==> src/mtep_pkg.sv <==
// Shared types and constants for the MIDI track event parser.
package mtep_pkg;

	typedef struct packed {
		logic [7:0] track_byte;
		logic       is_last;
	} in_item_t;

	typedef struct packed {
		logic [3:0]  kind;
		logic [31:0] event_tick;
		logic [7:0]  status_byte;
		logic [7:0]  first_data;
		logic [7:0]  second_data;
		logic [1:0]  data_count;
		logic [23:0] tempo_value;
		logic [3:0]  error_code;
		logic [63:0] channel_digest;
		logic [63:0] tempo_digest;
		logic        last_of_run;
	} out_item_t;

	// Hash unit request from sequencer
	typedef struct packed {
		logic       start;
		logic       sel_tempo;
		logic [7:0] data;
	} hash_req_t;

	localparam logic [63:0] HASH_SEED = 64'hcbf29ce484222325;
	localparam logic [63:0] FNV_MUL   = 64'h00000100000001b3;

	localparam logic [3:0] K_CHANNEL = 4'd0;
	localparam logic [3:0] K_TEMPO   = 4'd1;
	localparam logic [3:0] K_END     = 4'd2;
	localparam logic [3:0] K_LSTART  = 4'd3;
	localparam logic [3:0] K_LEND    = 4'd4;
	localparam logic [3:0] K_LCOUNT  = 4'd5;
	localparam logic [3:0] K_HOOK    = 4'd6;
	localparam logic [3:0] K_ERROR   = 4'd7;
	localparam logic [3:0] K_DONE    = 4'd8;

	localparam logic [3:0] E_AFTER_END  = 4'd1;
	localparam logic [3:0] E_DELTA      = 4'd2;
	localparam logic [3:0] E_EVENT      = 4'd3;
	localparam logic [3:0] E_META_TYPE  = 4'd4;
	localparam logic [3:0] E_META       = 4'd5;
	localparam logic [3:0] E_SYSEX      = 4'd6;
	localparam logic [3:0] E_CHANNEL    = 4'd7;
	localparam logic [3:0] E_NO_STATUS  = 4'd8;
	localparam logic [3:0] E_NO_END     = 4'd9;

	localparam logic [3:0] PH_DELTA      = 4'd0;
	localparam logic [3:0] PH_DELTA_MORE = 4'd1;
	localparam logic [3:0] PH_EVENT      = 4'd2;
	localparam logic [3:0] PH_META_TYPE  = 4'd3;
	localparam logic [3:0] PH_META_LEN   = 4'd4;
	localparam logic [3:0] PH_META_BODY  = 4'd5;
	localparam logic [3:0] PH_SYSEX_LEN  = 4'd6;
	localparam logic [3:0] PH_SYSEX_BODY = 4'd7;
	localparam logic [3:0] PH_CH_DATA    = 4'd8;

endpackage

==> src/mtep_hash.sv <==
// Shared FNV-1a round unit holding both digests; a new byte is taken only while it is not busy.
module mtep_hash (
	input  logic                clk,
	input  logic                arst_n,
	input  logic                clear,
	input  mtep_pkg::hash_req_t req,
	output logic                busy,
	output logic [63:0]         channel_digest,
	output logic [63:0]         tempo_digest
);

	logic [63:0] ch_q, tp_q, x_q, p_lo_q, p_hi_q;
	logic [1:0]  step_q;
	logic        sel_q;
	logic [63:0] src;

	assign src = req.sel_tempo ? tp_q : ch_q;
	assign busy = (step_q != 2'd0);
	assign channel_digest = ch_q;
	assign tempo_digest = tp_q;

	// Step 1: xor; step 2: x times 0x1b3 and x shifted by 40; step 3: combine
	always_ff @(posedge clk or negedge arst_n) begin
		if (!arst_n) begin
			ch_q   <= mtep_pkg::HASH_SEED;
			tp_q   <= mtep_pkg::HASH_SEED;
			step_q <= 2'd0;
			sel_q  <= 1'b0;
			x_q    <= '0;
			p_lo_q <= '0;
			p_hi_q <= '0;
		end else if (clear) begin
			ch_q   <= mtep_pkg::HASH_SEED;
			tp_q   <= mtep_pkg::HASH_SEED;
			step_q <= 2'd0;
		end else begin
			case (step_q)
				2'd0: begin
					if (req.start) begin
						x_q    <= src ^ {56'd0, req.data};
						sel_q  <= req.sel_tempo;
						step_q <= 2'd1;
					end
				end
				2'd1: begin
					// x * 0x1b3 plus x << 40 (FNV prime = 2^40 + 0x1b3)
					p_lo_q <= x_q * 9'h1b3;
					p_hi_q <= {x_q[23:0], 40'd0};
					step_q <= 2'd2;
				end
				default: begin
					if (sel_q) tp_q <= p_lo_q + p_hi_q;
					else ch_q <= p_lo_q + p_hi_q;
					step_q <= 2'd0;
				end
			endcase
		end
	end

endmodule

==> src/midi_track_event_parser.sv <==
// Top level: byte parser, hashing sequencer and two-entry result queue.
// One track byte is taken per transfer. A byte that produces no result frees the
// input for the next cycle; a byte with results but no hashing holds it until its
// results are taken. A tempo event takes 7 hash rounds and a channel event 6 (one
// data byte) or 7, run one after another in the shared FNV multiply unit before
// the results are offered. A final byte arriving after an error passes through a
// wait state while the digests are cleared. Results (at most two per byte) are
// held in a small output queue and delivered one per transfer; in_ready stays
// low until they are all taken.
module midi_track_event_parser (
	input  logic                 clk,
	input  logic                 arst_n,
	input  logic                 in_valid,
	output logic                 in_ready,
	input  mtep_pkg::in_item_t   in_data,
	output logic                 out_valid,
	input  logic                 out_ready,
	output mtep_pkg::out_item_t  out_data
);

	localparam logic [2:0] S_IDLE = 3'd0;
	localparam logic [2:0] S_HASH = 3'd1;
	localparam logic [2:0] S_WAIT = 3'd2;
	localparam logic [2:0] S_EMIT = 3'd3;

	logic [2:0]  state_q;
	logic [7:0]  rs_q;
	logic [31:0] tick_q, len_q, skip_q;
	logic [3:0]  ph_q;
	logic [7:0]  meta_q;
	logic [23:0] pay_q;
	logic [7:0]  held_q;
	logic        ended_q, err_q;

	// Pending results from the current byte
	mtep_pkg::out_item_t r0_q, r1_q;
	logic [1:0]  cnt_q;
	logic        last_q;
	logic [55:0] hbytes_q;
	logic [2:0]  hleft_q;
	logic        hsel_q;

	mtep_pkg::hash_req_t hreq;
	logic        hbusy, hclear;
	logic [63:0] ch_dig, tp_dig;

	mtep_hash u_hash (
		.clk(clk), .arst_n(arst_n), .clear(hclear), .req(hreq),
		.busy(hbusy), .channel_digest(ch_dig), .tempo_digest(tp_dig)
	);

	// Next-state parse of one byte
	logic [7:0]  b;
	logic [3:0]  n_ph;
	logic [7:0]  n_rs, n_meta, n_held;
	logic [31:0] n_tick, n_len, n_skip, lacc;
	logic [23:0] n_pay;
	logic        n_ended, ev, ev_tempo, erf;
	logic [3:0]  ecode, ekind;
	logic [7:0]  ch_st, ch_a, ch_b;
	logic [1:0]  ch_nd;
	logic [3:0]  fin_ph;
	logic        is_meta, is_sysex, one_st, one_rs;

	always_comb begin
		b = in_data.track_byte;
		n_ph = ph_q; n_rs = rs_q; n_meta = meta_q; n_held = held_q;
		n_tick = tick_q; n_len = len_q; n_skip = skip_q; n_pay = pay_q;
		n_ended = ended_q; ev = 1'b0; ev_tempo = 1'b0; erf = 1'b0;
		ecode = 4'd0; ekind = mtep_pkg::K_CHANNEL;
		ch_st = rs_q; ch_a = 8'd0; ch_b = 8'd0; ch_nd = 2'd0;
		lacc = {len_q[24:0], b[6:0]};
		is_meta = (rs_q == 8'hFF);
		is_sysex = (rs_q == 8'hF0) || (rs_q == 8'hF7);
		one_st = (b[7:4] == 4'hC) || (b[7:4] == 4'hD);
		one_rs = (rs_q[7:4] == 4'hC) || (rs_q[7:4] == 4'hD);
		case (ph_q)
			mtep_pkg::PH_DELTA, mtep_pkg::PH_DELTA_MORE: begin
				if (ph_q == mtep_pkg::PH_DELTA && ended_q) begin
					erf = 1'b1; ecode = mtep_pkg::E_AFTER_END;
				end else begin
					n_len = (ph_q == mtep_pkg::PH_DELTA) ? {25'd0, b[6:0]} : lacc;
					if (b[7]) n_ph = mtep_pkg::PH_DELTA_MORE;
					else begin
						n_tick = tick_q + n_len;
						n_ph = mtep_pkg::PH_EVENT;
					end
				end
			end
			mtep_pkg::PH_EVENT: begin
				n_len = 32'd0;
				if (b[7]) begin
					n_rs = b;
					if (b == 8'hFF) n_ph = mtep_pkg::PH_META_TYPE;
					else if (b == 8'hF0 || b == 8'hF7) n_ph = mtep_pkg::PH_SYSEX_LEN;
					else begin
						n_ph = mtep_pkg::PH_CH_DATA;
						n_skip = one_st ? 32'd1 : 32'd2;
					end
				end else if (is_meta) begin
					n_meta = b; n_ph = mtep_pkg::PH_META_LEN;
				end else if (is_sysex) begin
					// First byte of sysex length
					n_len = {25'd0, b[6:0]};
					n_skip = n_len;
					if (b[7]) n_ph = mtep_pkg::PH_SYSEX_LEN;
					else n_ph = (b[6:0] == 7'd0) ? mtep_pkg::PH_DELTA
						: mtep_pkg::PH_SYSEX_BODY;
					n_pay = b[7] ? pay_q : 24'd0;
				end else if (rs_q[7]) begin
					if (one_rs) begin
						ev = 1'b1; ch_a = b; ch_nd = 2'd1; n_ph = mtep_pkg::PH_DELTA;
						n_skip = 32'd1;
					end else begin
						n_held = b; n_skip = 32'd1; n_ph = mtep_pkg::PH_CH_DATA;
					end
				end else begin
					erf = 1'b1; ecode = mtep_pkg::E_NO_STATUS;
				end
			end
			mtep_pkg::PH_META_TYPE: begin
				n_meta = b; n_len = 32'd0; n_ph = mtep_pkg::PH_META_LEN;
			end
			mtep_pkg::PH_META_LEN, mtep_pkg::PH_SYSEX_LEN: begin
				n_len = lacc;
				if (!b[7]) begin
					n_pay = 24'd0;
					n_skip = lacc;
					if (ph_q == mtep_pkg::PH_META_LEN) begin
						if (lacc == 32'd0) n_ph = mtep_pkg::PH_DELTA;
						else n_ph = mtep_pkg::PH_META_BODY;
					end else begin
						n_ph = (lacc == 32'd0) ? mtep_pkg::PH_DELTA
							: mtep_pkg::PH_SYSEX_BODY;
					end
				end
			end
			mtep_pkg::PH_META_BODY: begin
				n_pay = {pay_q[15:0], b};
				n_skip = skip_q - 32'd1;
				if (n_skip == 32'd0) n_ph = mtep_pkg::PH_DELTA;
			end
			mtep_pkg::PH_SYSEX_BODY: begin
				n_skip = skip_q - 32'd1;
				if (n_skip == 32'd0) n_ph = mtep_pkg::PH_DELTA;
			end
			mtep_pkg::PH_CH_DATA: begin
				if (one_rs) begin
					ev = 1'b1; ch_a = b; ch_nd = 2'd1; n_ph = mtep_pkg::PH_DELTA;
				end else if (skip_q == 32'd2) begin
					n_held = b; n_skip = 32'd1;
				end else begin
					ev = 1'b1; ch_a = held_q; ch_b = b; ch_nd = 2'd2;
					n_ph = mtep_pkg::PH_DELTA;
				end
			end
			default: n_ph = mtep_pkg::PH_DELTA;
		endcase
		// Meta completes: length zero from length phase, or last body byte
		if ((ph_q == mtep_pkg::PH_META_LEN && !b[7] && lacc == 32'd0) ||
			(ph_q == mtep_pkg::PH_META_BODY && n_skip == 32'd0)) begin
			if (meta_q == 8'h51 && len_q == 32'd3 && ph_q == mtep_pkg::PH_META_BODY) begin
				ev = 1'b1; ev_tempo = 1'b1;
			end else if (meta_q == 8'h2F) begin
				n_ended = 1'b1;
			end
		end
		if (ev && !ev_tempo && ch_st[7:4] == 4'hB) begin
			if (ch_a == 8'd99 && ch_b == 8'd20) ekind = mtep_pkg::K_LSTART;
			else if (ch_a == 8'd99 && ch_b == 8'd30) ekind = mtep_pkg::K_LEND;
			else if (ch_a == 8'd102) ekind = mtep_pkg::K_LCOUNT;
			else if (ch_a == 8'd90) ekind = mtep_pkg::K_HOOK;
		end
		fin_ph = n_ph;
	end

	// End-of-meta for end-of-track (no hashing)
	logic end_ev;
	assign end_ev = ((ph_q == mtep_pkg::PH_META_LEN && !b[7] && lacc == 32'd0) ||
		(ph_q == mtep_pkg::PH_META_BODY && n_skip == 32'd0)) && !ev_tempo &&
		(meta_q == 8'h2F);

	// Error at the end of the track, by phase left
	logic [3:0] tail_code;
	always_comb begin
		case (fin_ph)
			mtep_pkg::PH_DELTA:      tail_code = n_ended ? 4'd0 : mtep_pkg::E_NO_END;
			mtep_pkg::PH_DELTA_MORE: tail_code = mtep_pkg::E_DELTA;
			mtep_pkg::PH_EVENT:      tail_code = mtep_pkg::E_EVENT;
			mtep_pkg::PH_META_TYPE:  tail_code = mtep_pkg::E_META_TYPE;
			mtep_pkg::PH_META_LEN, mtep_pkg::PH_META_BODY: tail_code = mtep_pkg::E_META;
			mtep_pkg::PH_SYSEX_LEN, mtep_pkg::PH_SYSEX_BODY: tail_code = mtep_pkg::E_SYSEX;
			default:                 tail_code = mtep_pkg::E_CHANNEL;
		endcase
	end

	logic accept_in, accept_out;
	assign in_ready = (state_q == S_IDLE);
	assign accept_in = in_valid && in_ready;
	assign out_valid = (state_q == S_EMIT);
	assign accept_out = out_valid && out_ready;

	// Result slot after hashing is finished; digests filled for done
	always_comb begin
		out_data = r0_q;
		if (r0_q.kind == mtep_pkg::K_DONE) begin
			out_data.channel_digest = ch_dig;
			out_data.tempo_digest = tp_dig;
		end
	end

	// Hash requests; digests cleared once a track is over
	always_comb begin
		hreq.start = (state_q == S_HASH) && !hbusy && (hleft_q != 3'd0);
		hreq.sel_tempo = hsel_q;
		hreq.data = hbytes_q[55:48];
	end
	assign hclear = (state_q == S_WAIT) ||
		((state_q == S_EMIT) && accept_out && (cnt_q == 2'd1) && last_q);

	mtep_pkg::out_item_t e0, e1;
	logic [1:0] ecount;
	always_comb begin
		e0 = '0; e1 = '0; ecount = 2'd0;
		if (erf) begin
			e0.kind = mtep_pkg::K_ERROR; e0.error_code = ecode; ecount = 2'd1;
		end else begin
			if (ev && ev_tempo) begin
				e0.kind = mtep_pkg::K_TEMPO; e0.event_tick = tick_q;
				e0.tempo_value = n_pay; ecount = 2'd1;
			end else if (ev) begin
				e0.kind = ekind; e0.event_tick = n_tick; e0.status_byte = ch_st;
				e0.first_data = ch_a; e0.second_data = ch_b; e0.data_count = ch_nd;
				ecount = 2'd1;
			end else if (end_ev) begin
				e0.kind = mtep_pkg::K_END; e0.event_tick = tick_q; ecount = 2'd1;
			end
			if (in_data.is_last) begin
				if (ecount == 2'd1) begin
					e1.kind = (tail_code == 4'd0) ? mtep_pkg::K_DONE : mtep_pkg::K_ERROR;
					e1.error_code = tail_code;
					e1.last_of_run = 1'b1;
				end else begin
					e0.kind = (tail_code == 4'd0) ? mtep_pkg::K_DONE : mtep_pkg::K_ERROR;
					e0.error_code = tail_code;
				end
				ecount = ecount + 2'd1;
			end
		end
		if (ecount == 2'd1) e0.last_of_run = 1'b1;
	end

	// Sequencer and parse state
	always_ff @(posedge clk or negedge arst_n) begin
		if (!arst_n) begin
			state_q <= S_IDLE;
			rs_q <= '0; tick_q <= '0; len_q <= '0; skip_q <= '0;
			ph_q <= mtep_pkg::PH_DELTA; meta_q <= '0; pay_q <= '0; held_q <= '0;
			ended_q <= 1'b0; err_q <= 1'b0;
			cnt_q <= '0; last_q <= 1'b0; hleft_q <= '0; hsel_q <= 1'b0;
			hbytes_q <= '0; r0_q <= '0; r1_q <= '0;
		end else begin
			case (state_q)
				S_IDLE: begin
					if (accept_in) begin
						last_q <= in_data.is_last;
						if (err_q) begin
							if (in_data.is_last) begin
								rs_q <= '0; tick_q <= '0; len_q <= '0; skip_q <= '0;
								ph_q <= mtep_pkg::PH_DELTA; meta_q <= '0; pay_q <= '0;
								held_q <= '0; ended_q <= 1'b0; err_q <= 1'b0;
								state_q <= S_WAIT;
							end
						end else begin
							rs_q <= n_rs; tick_q <= n_tick; len_q <= n_len;
							skip_q <= n_skip; ph_q <= n_ph; meta_q <= n_meta;
							pay_q <= n_pay; held_q <= n_held; ended_q <= n_ended;
							err_q <= erf || (in_data.is_last && tail_code != 4'd0);
							r0_q <= e0; r1_q <= e1; cnt_q <= ecount;
							hsel_q <= ev_tempo;
							if (ev_tempo) begin
								hbytes_q <= {tick_q[7:0], tick_q[15:8], tick_q[23:16],
									tick_q[31:24], n_pay[23:16], n_pay[15:8], n_pay[7:0]};
								hleft_q <= 3'd7;
							end else begin
								hbytes_q <= {n_tick[7:0], n_tick[15:8], n_tick[23:16],
									n_tick[31:24], ch_st, ch_a, ch_b};
								hleft_q <= (ch_nd == 2'd2) ? 3'd7 : 3'd6;
							end
							if (ev && !erf) state_q <= S_HASH;
							else if (ecount != 2'd0) state_q <= S_EMIT;
							else if (in_data.is_last) state_q <= S_WAIT;
						end
					end
				end
				S_HASH: begin
					if (hreq.start) begin
						hbytes_q <= {hbytes_q[47:0], 8'd0};
						hleft_q <= hleft_q - 3'd1;
					end else if (!hbusy && hleft_q == 3'd0) begin
						state_q <= S_EMIT;
					end
				end
				S_WAIT: begin
					// Clear digests after a finished track with no results
					state_q <= S_IDLE;
				end
				S_EMIT: begin
					if (accept_out) begin
						r0_q <= r1_q;
						cnt_q <= cnt_q - 2'd1;
						if (cnt_q == 2'd1) begin
							state_q <= S_IDLE;
							if (last_q) begin
								rs_q <= '0; tick_q <= '0; len_q <= '0; skip_q <= '0;
								ph_q <= mtep_pkg::PH_DELTA; meta_q <= '0; pay_q <= '0;
								held_q <= '0; ended_q <= 1'b0; err_q <= 1'b0;
							end
						end
					end
				end
				default: state_q <= S_IDLE;
			endcase
		end
	end

`ifndef NO_ASSERTIONS
	// Never offer a result while the multiply unit is still working
	a_no_emit_busy: assert property (@(posedge clk) disable iff (!arst_n)
		out_valid |-> !hbusy) else $error("result shown while hashing");
	// Input is never taken while results are pending
	a_no_accept_pending: assert property (@(posedge clk) disable iff (!arst_n)
		in_ready |-> (cnt_q == 2'd0 || state_q == S_IDLE)) else $error("accept with results");
	// A pending result count is at most two
	a_cnt_range: assert property (@(posedge clk) disable iff (!arst_n)
		out_valid |-> (cnt_q == 2'd1 || cnt_q == 2'd2)) else $error("bad result count");
`endif

endmodule
==> config.mk <==
export PLATFORM = sky130hd
export DESIGN_NAME = midi_track_event_parser
export DESIGN_NICKNAME = d
export VERILOG_FILES = /design/src/mtep_pkg.sv /design/src/mtep_hash.sv /design/src/midi_track_event_parser.sv
export SDC_FILE = /design/constraint.sdc
export NUM_CORES = 2
export LEC_CHECK = 0
export ABC_AREA = 1
export BUFFER_PORTS_ARGS = -buffer_cell sky130_fd_sc_hd__buf_2
export CORE_ASPECT_RATIO = 1.5
export CORE_UTILIZATION = 68
export DETAILED_ROUTE_END_ITERATION = 6
export HOLD_SLACK_MARGIN = 0.1
export PLACE_DENSITY_LB_ADDON = 0.12
export SYNTH_ARGS = -nofsm -noshare
export SYNTH_HDL_FRONTEND = slang
export SYNTH_HIERARCHICAL = 1
export SYNTH_SLANG_ARGS = --single-unit
==> constraint.sdc <==
create_clock -name clk -period 5.7 [get_ports clk]
set_input_delay 0.57 -clock clk [delete_from_list [all_inputs] [get_ports clk]]
set_output_delay 0.57 -clock clk [all_outputs]
set_load 0.01 [all_outputs]
==> load_flow_metrics.sql, run 1 <==
INSERT INTO impl_metrics (metric_group, metric, value, unit) VALUES
('global_routing', 'global_route.overflow_total', '11', ''),
('synthesis', 'yosys-top-cells-area', 'sky130_fd_sc_hd__dfrtp_1 30%, sky130_fd_sc_hd__nand2_1 15%, sky130_fd_sc_hd__inv_1 9.2%', ''),
('clock_tree', 'clkSinkCount', '596', ''),
('run_status', 'err', '[ERROR GRT-0116] Global routing finished with congestion. Check the congestion regions in the DRC Viewer.', ''),
('place', 'place_hpwl', '132000', 'µm'),
('floorplanning', 'rows', '116', ''),
('synthesis', 'total_nets_after_synthesis', '6814', ''),
('global_routing', 'grt_pass1_vias', '50000', ''),
('synthesis', 'synth_area_leader_cell', 'sky130_fd_sc_hd__dfrtp_1', ''),
('floorplanning', 'floorplan.initialDensity', '68.7', '%'),
('synthesis', 'synth.cell_area', '45700', 'µm²'),
('global_routing', 'grt_first_pass_wirelength', '300000', 'µm'),
('global_routing', 'grt_max_degree', '149', ''),
('clock_tree', 'cts_made_buffers', '57', ''),
('synthesis', 'postSynth.topFlopCell', 'sky130_fd_sc_hd__dfrtp_1', ''),
('synthesis', 'synth.avg_cell_area', '7.15', 'µm²'),
('synthesis', 'synth-edff-count', '0', ''),
('clock_tree', 'post-cts-setup-buffers', '0', ''),
('run_status', 'lastStage', '5_1_grt', ''),
('synthesis', 'post_synth_num_cell_types', '66', ''),
('place', 'gp_congestion', '1.09', ''),
('synthesis', 'yosysMostFrequentCell', 'sky130_fd_sc_hd__nand2_1', ''),
('synthesis', 'cells_after_synth', '6397', ''),
('synthesis', 'postSynth.asyncResetShare', '100', '%'),
('synthesis', 'yosys-top-cells-count', '1769 x sky130_fd_sc_hd__nand2_1, 1116 x sky130_fd_sc_hd__inv_1, 602 x sky130_fd_sc_hd__nor2_1, 540 x sky130_fd_sc_hd__dfrtp_1, 376 x sky130_fd_sc_hd__o21ai_0', ''),
('synthesis', 'yosysWarningCount', '6', ''),
('clock_tree', 'cts_root_buffer', 'sky130_fd_sc_hd__clkbuf_16', ''),
('synthesis', 'synth_register_bits', '596', ''),
('floorplanning', 'die_w', '214', 'µm'),
('synthesis', 'yosysSeqAreaShare', '32.8', '%'),
('place', 'numPortBuffers', '233', ''),
('floorplanning', 'dieHeight', '320', 'µm'),
('synthesis', 'netlist.area_leader.share', '29.5', '%'),
('clock_tree', 'ctsHtreeMaxLevel', '2', ''),
('run_status', 'status', 'aborted with a tool error', ''),
('global_routing', 'grt.total_usage', '59.6', '%'),
('floorplanning', 'boundaryPins', '234', ''),
('clock_tree', 'ctsLongestPathBuffers', '3', '');
## logic make-up after synthesis
logic type,count (synthesis),share of synthesized area (%)
buffers and inverters,1358,11.4
other,1,0.00820
flip-flops,596,32.8
AO/OA/AOI/OAI,1014,12.8
AND/OR/NAND/NOR,2868,26.0
multiplexers,2,0.0438
XOR/XNOR,154,2.95
adder cells (fa/ha/maj),404,14.1
## repair_timing
action	CTS
endpoints found under the setup margin	0
hold endpoints to repair	92
hold buffers	1
resized for setup	0
## per-stage QoR
stage,std cells,setup WS [ns],instance area [µm²],util (%)
CTS,7460,0.854,49700,74.6
global placement,7352,0.652,47600,71.5
floorplan,6397,1.91,45700,-
detailed placement,7352,0.487,47600,71.5
## layer usage
layer	track usage (%)	overflow
met1	57.3	0
met2	86.5	4
met3	29.6	0
met4	65.9	7
met5	6.38	0
==> inputs of run 2 (changes only) <==
--- a/config.mk
+++ b/config.mk
@@ -7,11 +7,9 @@
 export LEC_CHECK = 0
 export ABC_AREA = 1
 export BUFFER_PORTS_ARGS = -buffer_cell sky130_fd_sc_hd__buf_2
-export CORE_ASPECT_RATIO = 1.5
-export CORE_UTILIZATION = 68
+export CORE_UTILIZATION = 40
 export DETAILED_ROUTE_END_ITERATION = 6
-export HOLD_SLACK_MARGIN = 0.1
-export PLACE_DENSITY_LB_ADDON = 0.12
+export PLACE_DENSITY_LB_ADDON = 0.15
 export SYNTH_ARGS = -nofsm -noshare
 export SYNTH_HDL_FRONTEND = slang
 export SYNTH_HIERARCHICAL = 1
==> run 2 against run 1 <==
  * The run now ends clean
  * Synthesized area is the same
  * Synthesized cell count is the same
==> load_flow_metrics.sql, run 2 <==
INSERT INTO impl_metrics (metric_group, metric, value, unit) VALUES
('run_status', 'status', 'completed', ''),
('global_routing', 'grt_first_pass_wirelength', '264000', 'µm'),
('critical_path', 'worst-r2r-cell-count', '24', ''),
('timing', 'skew', '0.0586', 'ns'),
('place', 'place_hpwl', '136000', 'µm'),
('clock_tree', 'clkSinkCount', '596', ''),
('final_layout', 'n_antenna_cell', '0', ''),
('final_layout', 'syn_to_final_growth', '12.0', '%'),
('synthesis', 'yosys.area_share.simple', '26.0', '%'),
('timing', 'totalNegativeSetupSlack', '0', 'ns'),
('worst_hold_path', 'worstHoldPathType', 'input pin to flip-flop', ''),
('synthesis', 'yosysMostFrequentCell', 'sky130_fd_sc_hd__nand2_1', ''),
('final_layout', 'fillerInstances', '11700', ''),
('synthesis', 'cells_after_synth', '6397', ''),
('synthesis', 'synth-edff-count', '0', ''),
('place', 'numPortBuffers', '233', ''),
('floorplanning', 'coreArea', '113000', 'µm²'),
('floorplanning', 'dieHeight', '340', 'µm'),
('final_layout', 'nNetsFinal', '6961', ''),
('place', 'gp_congestion', '0.988', ''),
('timing', 'maxSlewHeadroom', '15.7', '%'),
('synthesis', 'synth-compound-area-share', '12.8', '%'),
('route', 'dr.first_iter.drc_count', '3350', ''),
('final_layout', 'seqCellArea', '15000', 'µm²'),
('route', 'route.detailed.vias_per_inst', '5.20', ''),
('synthesis', 'yosys-top-cells-count', '1769 x sky130_fd_sc_hd__nand2_1, 1116 x sky130_fd_sc_hd__inv_1, 602 x sky130_fd_sc_hd__nor2_1, 540 x sky130_fd_sc_hd__dfrtp_1, 376 x sky130_fd_sc_hd__o21ai_0', ''),
('clock_tree', 'tritoncts_clock_tree', 'built', ''),
('final_layout', 'mostFrequentLayoutCells', '1768 x sky130_fd_sc_hd__nand2_1, 1112 x sky130_fd_sc_hd__inv_1, 596 x sky130_fd_sc_hd__nor2_1, 539 x sky130_fd_sc_hd__dfrtp_1, 376 x sky130_fd_sc_hd__o21ai_0', ''),
('global_routing', 'initial_antenna_violation_count', '6', ''),
('critical_path', 'rrSetupSlack', '1.15', 'ns'),
('global_routing', 'global_route.overflow_total', '0', ''),
('floorplanning', 'boundaryPins', '234', ''),
('global_routing', 'grt_pass1_vias', '41700', ''),
('final_layout', 'layout.cells.most_common', 'sky130_fd_sc_hd__nand2_1', ''),
('worst_hold_path', 'worst_hold_endpoint', 'cnt_q[1]$_DFFE_PN0P_', ''),
('timing', 'timing.final.hold_violations', '0', ''),
('synthesis', 'postSynth.asyncResetShare', '100', '%'),
('critical_path', 'cp_data_arrival_time', '5.09', 'ns'),
('flow_run', 'max_cap_viol', '0', ''),
('critical_path', 'cp_data_required_time', '6.24', 'ns'),
('route', 'detailedRoute.firstPassIterationCount', '5', ''),
('critical_path', 'endpoint_kind_of_the_worst_setup_timing_path', 'flip-flop', ''),
('floorplanning', 'die_w', '340', 'µm'),
('clock_tree', 'cts_made_buffers', '75', ''),
('final_layout', 'multiInputGateArea', '25600', 'µm²'),
('synthesis', 'postSynth.topFlopCell', 'sky130_fd_sc_hd__dfrtp_1', ''),
('timing', 'layout_worst_path_cycle_share', '79.8', '%'),
('synthesis', 'synthXorXnorAreaFrac', '2.95', '%'),
('worst_hold_path', 'hold-path-cell-count', '3', ''),
('global_routing', 'grt.total_usage', '30.1', '%'),
('floorplanning', 'floorplan.initialDensity', '40.5', '%'),
('global_routing', 'grt_max_degree', '161', ''),
('final_layout', 'layout_cells_sized_above_1', '9.93', '%'),
('synthesis', 'netlist.area_leader.share', '29.5', '%'),
('route', 'route.vias.total', '42100', ''),
('synthesis', 'post_synth_num_cell_types', '66', ''),
('clock_tree', 'clk_latency', '0.69', 'ns'),
('synthesis', 'yosys-top-cells-area', 'sky130_fd_sc_hd__dfrtp_1 30%, sky130_fd_sc_hd__nand2_1 15%, sky130_fd_sc_hd__inv_1 9.2%', ''),
('route', 'route.antenna.remaining_nets', '0', ''),
('critical_path', 'category_of_the_worst_setup_path_launch_point', 'flip-flop', ''),
('clock_tree', 'post-cts-setup-buffers', '0', ''),
('clock_tree', 'cts_root_buffer', 'sky130_fd_sc_hd__clkbuf_16', ''),
('worst_hold_path', 'hp-start', 'out_ready', ''),
('synthesis', 'synth_area_leader_cell', 'sky130_fd_sc_hd__dfrtp_1', ''),
('critical_path', 'r2r_endpoint', 'state_q[1]$_DFFE_PN0P_', ''),
('synthesis', 'synthAdderAreaFrac', '14.1', '%'),
('final_layout', 'largest_reg_flops', '91', ''),
('route', 'wirelength_routed', '174000', 'µm'),
('timing', 'finalSetupViolations', '0', ''),
('timing', 'hold_slack', '0.242', 'ns'),
('synthesis', 'synth_top_family_by_area', 'simple AND/OR/NAND/NOR gates', ''),
('critical_path', 'path_max_fanout', '15', ''),
('synthesis', 'synth_register_bits', '596', ''),
('timing', 'tightestPinTransition', '1.27', 'ns'),
('clock_tree', 'ctsHtreeMaxLevel', '3', ''),
('floorplanning', 'area_of_the_die', '116000', 'µm²'),
('clock_tree', 'clk_transition_reported_paths', '0.06', 'ns'),
('timing', 'final_period_minus_worst_setup_slack', '4.55', 'ns'),
('clock_tree', 'ctsLongestPathBuffers', '3', ''),
('synthesis', 'synth.mux.area_fraction', '0.0438', '%'),
('route', 'drt_drc_violations_left', '0', ''),
('synthesis', 'synth.cell_area', '45700', 'µm²'),
('timing', 'rsz0062_at_grt', 'false', ''),
('synthesis', 'yosysWarningCount', '6', ''),
('critical_path', 'reg2reg_from', 'ph_q[0]$_DFFE_PN0P_', ''),
('floorplanning', 'rows', '123', ''),
('synthesis', 'yosysSeqAreaShare', '32.8', '%'),
('synthesis', 'total_nets_after_synthesis', '6814', ''),
('timing', 'final-max-slew-violation-count', '0', ''),
('timing', 'fmax', '220', 'MHz'),
('critical_path', 'timing.setup.critical_path_class', 'flip-flop to flip-flop', ''),
('synthesis', 'synth.avg_cell_area', '7.15', 'µm²'),
('route', 'routedWlPerCell', '21.5', 'µm');
==> run 2: cell counts after synthesis <==
No cell type changed its count.
==> run 2: worst max-delay path by stage <==
stage | cells after the start | endpoint | slack, ns | start
floorplan | 28 | state_q[1]$_DFFE_PN0P_ | 1.91 | in_data[1]
global placement | 25 | state_q[1]$_DFFE_PN0P_ | 1.00 | in_data[5]
detailed placement | 25 | state_q[1]$_DFFE_PN0P_ | 0.90 | in_data[5]
CTS | 24 | state_q[1]$_DFFE_PN0P_ | 1.20 | ph_q[0]$_DFFE_PN0P_
global route | 24 | state_q[1]$_DFFE_PN0P_ | 0.73 | ph_q[0]$_DFFE_PN0P_
finish | 24 | state_q[1]$_DFFE_PN0P_ | 1.15 | ph_q[0]$_DFFE_PN0P_
==> run 2: layout make-up <==
type,count,share of cell area [%]
clock buffers,100,4.14
clock inverters,38,1.30
inverters,1135,8.32
multi-input cells,4443,50.0
flip-flops and latches,596,29.3
well taps,1500,3.66
repair buffers,293,3.35
==> run 2: kinds of logic after synthesis <==
group                      Yosys count
AOI/OAI and AO/OA                 1014
other                                1
adders and majority gates          404
muxes                                2
buffers and inverters             1358
xor gates and xnor gates           154
DFF                                596
and+or+nand+nor                   2868
==> run 2: layer usage <==
| layer | share of wire (%) | track usage (%) | up-vias |
|---|---|---|---|
| li1 | - | - | 20400 |
| met4 | 4.6 | 12.6 | 4 |
| met5 | 0.0092 | 0 | - |
| met1 | 42 | 38.6 | 20200 |
| met2 | 48 | 51.1 | 1192 |
| met3 | 4.7 | 3.76 | 295 |
==> run 2: stage by stage <==
step                      area [µm²]  cells  util [%]  worst slack [ns]
after floorplan                45700   6397         -              1.91
after global placement         48400   7966      42.9              1.00
after global routing           51200   8105      45.4             0.729
after detailed placement       48400   7966      42.9             0.895
after CTS                      51200   8105      45.4              1.20
final                          51200   8105      45.4              1.15
==> run 2: timing repair <==
action / 4_1_cts / 5_1_grt
hold buffers: 1 / 0
resized for setup: 0 / 0
hold endpoints to repair: 60 / 0
==> run 2: critical path, stage by stage, from the launching register on <==
cell and delay [ns]:
sky130_fd_sc_hd__dfrtp_1 0.45, sky130_fd_sc_hd__inv_1 0.21, sky130_fd_sc_hd__nand4_1 0.11, sky130_fd_sc_hd__buf_4 0.22
sky130_fd_sc_hd__nand2_1 0.11, sky130_fd_sc_hd__nor2_2 0.08, sky130_fd_sc_hd__inv_1 0.51, sky130_fd_sc_hd__nand2_4 0.13
sky130_fd_sc_hd__nor2_8 0.25, sky130_fd_sc_hd__nor2_1 0.07, sky130_fd_sc_hd__nor2_1 0.25, sky130_fd_sc_hd__nand2_1 0.09
sky130_fd_sc_hd__nor2_1 0.12, sky130_fd_sc_hd__nand2_1 0.08, sky130_fd_sc_hd__nor2_1 0.14, sky130_fd_sc_hd__nand3_1 0.11
sky130_fd_sc_hd__nand2_1 0.07, sky130_fd_sc_hd__nand3_1 0.12, sky130_fd_sc_hd__nand2_2 0.15, sky130_fd_sc_hd__ha_1 0.23
sky130_fd_sc_hd__or2_2 0.31, sky130_fd_sc_hd__nor2_1 0.15, sky130_fd_sc_hd__nor2_1 0.06, sky130_fd_sc_hd__o311ai_0 0.27
sky130_fd_sc_hd__a21boi_1 0.10
Power of run 2 is left out: the tool's default activity adds up to more than one toggle a clock period on the data nets, which glitch-free logic cannot reach.
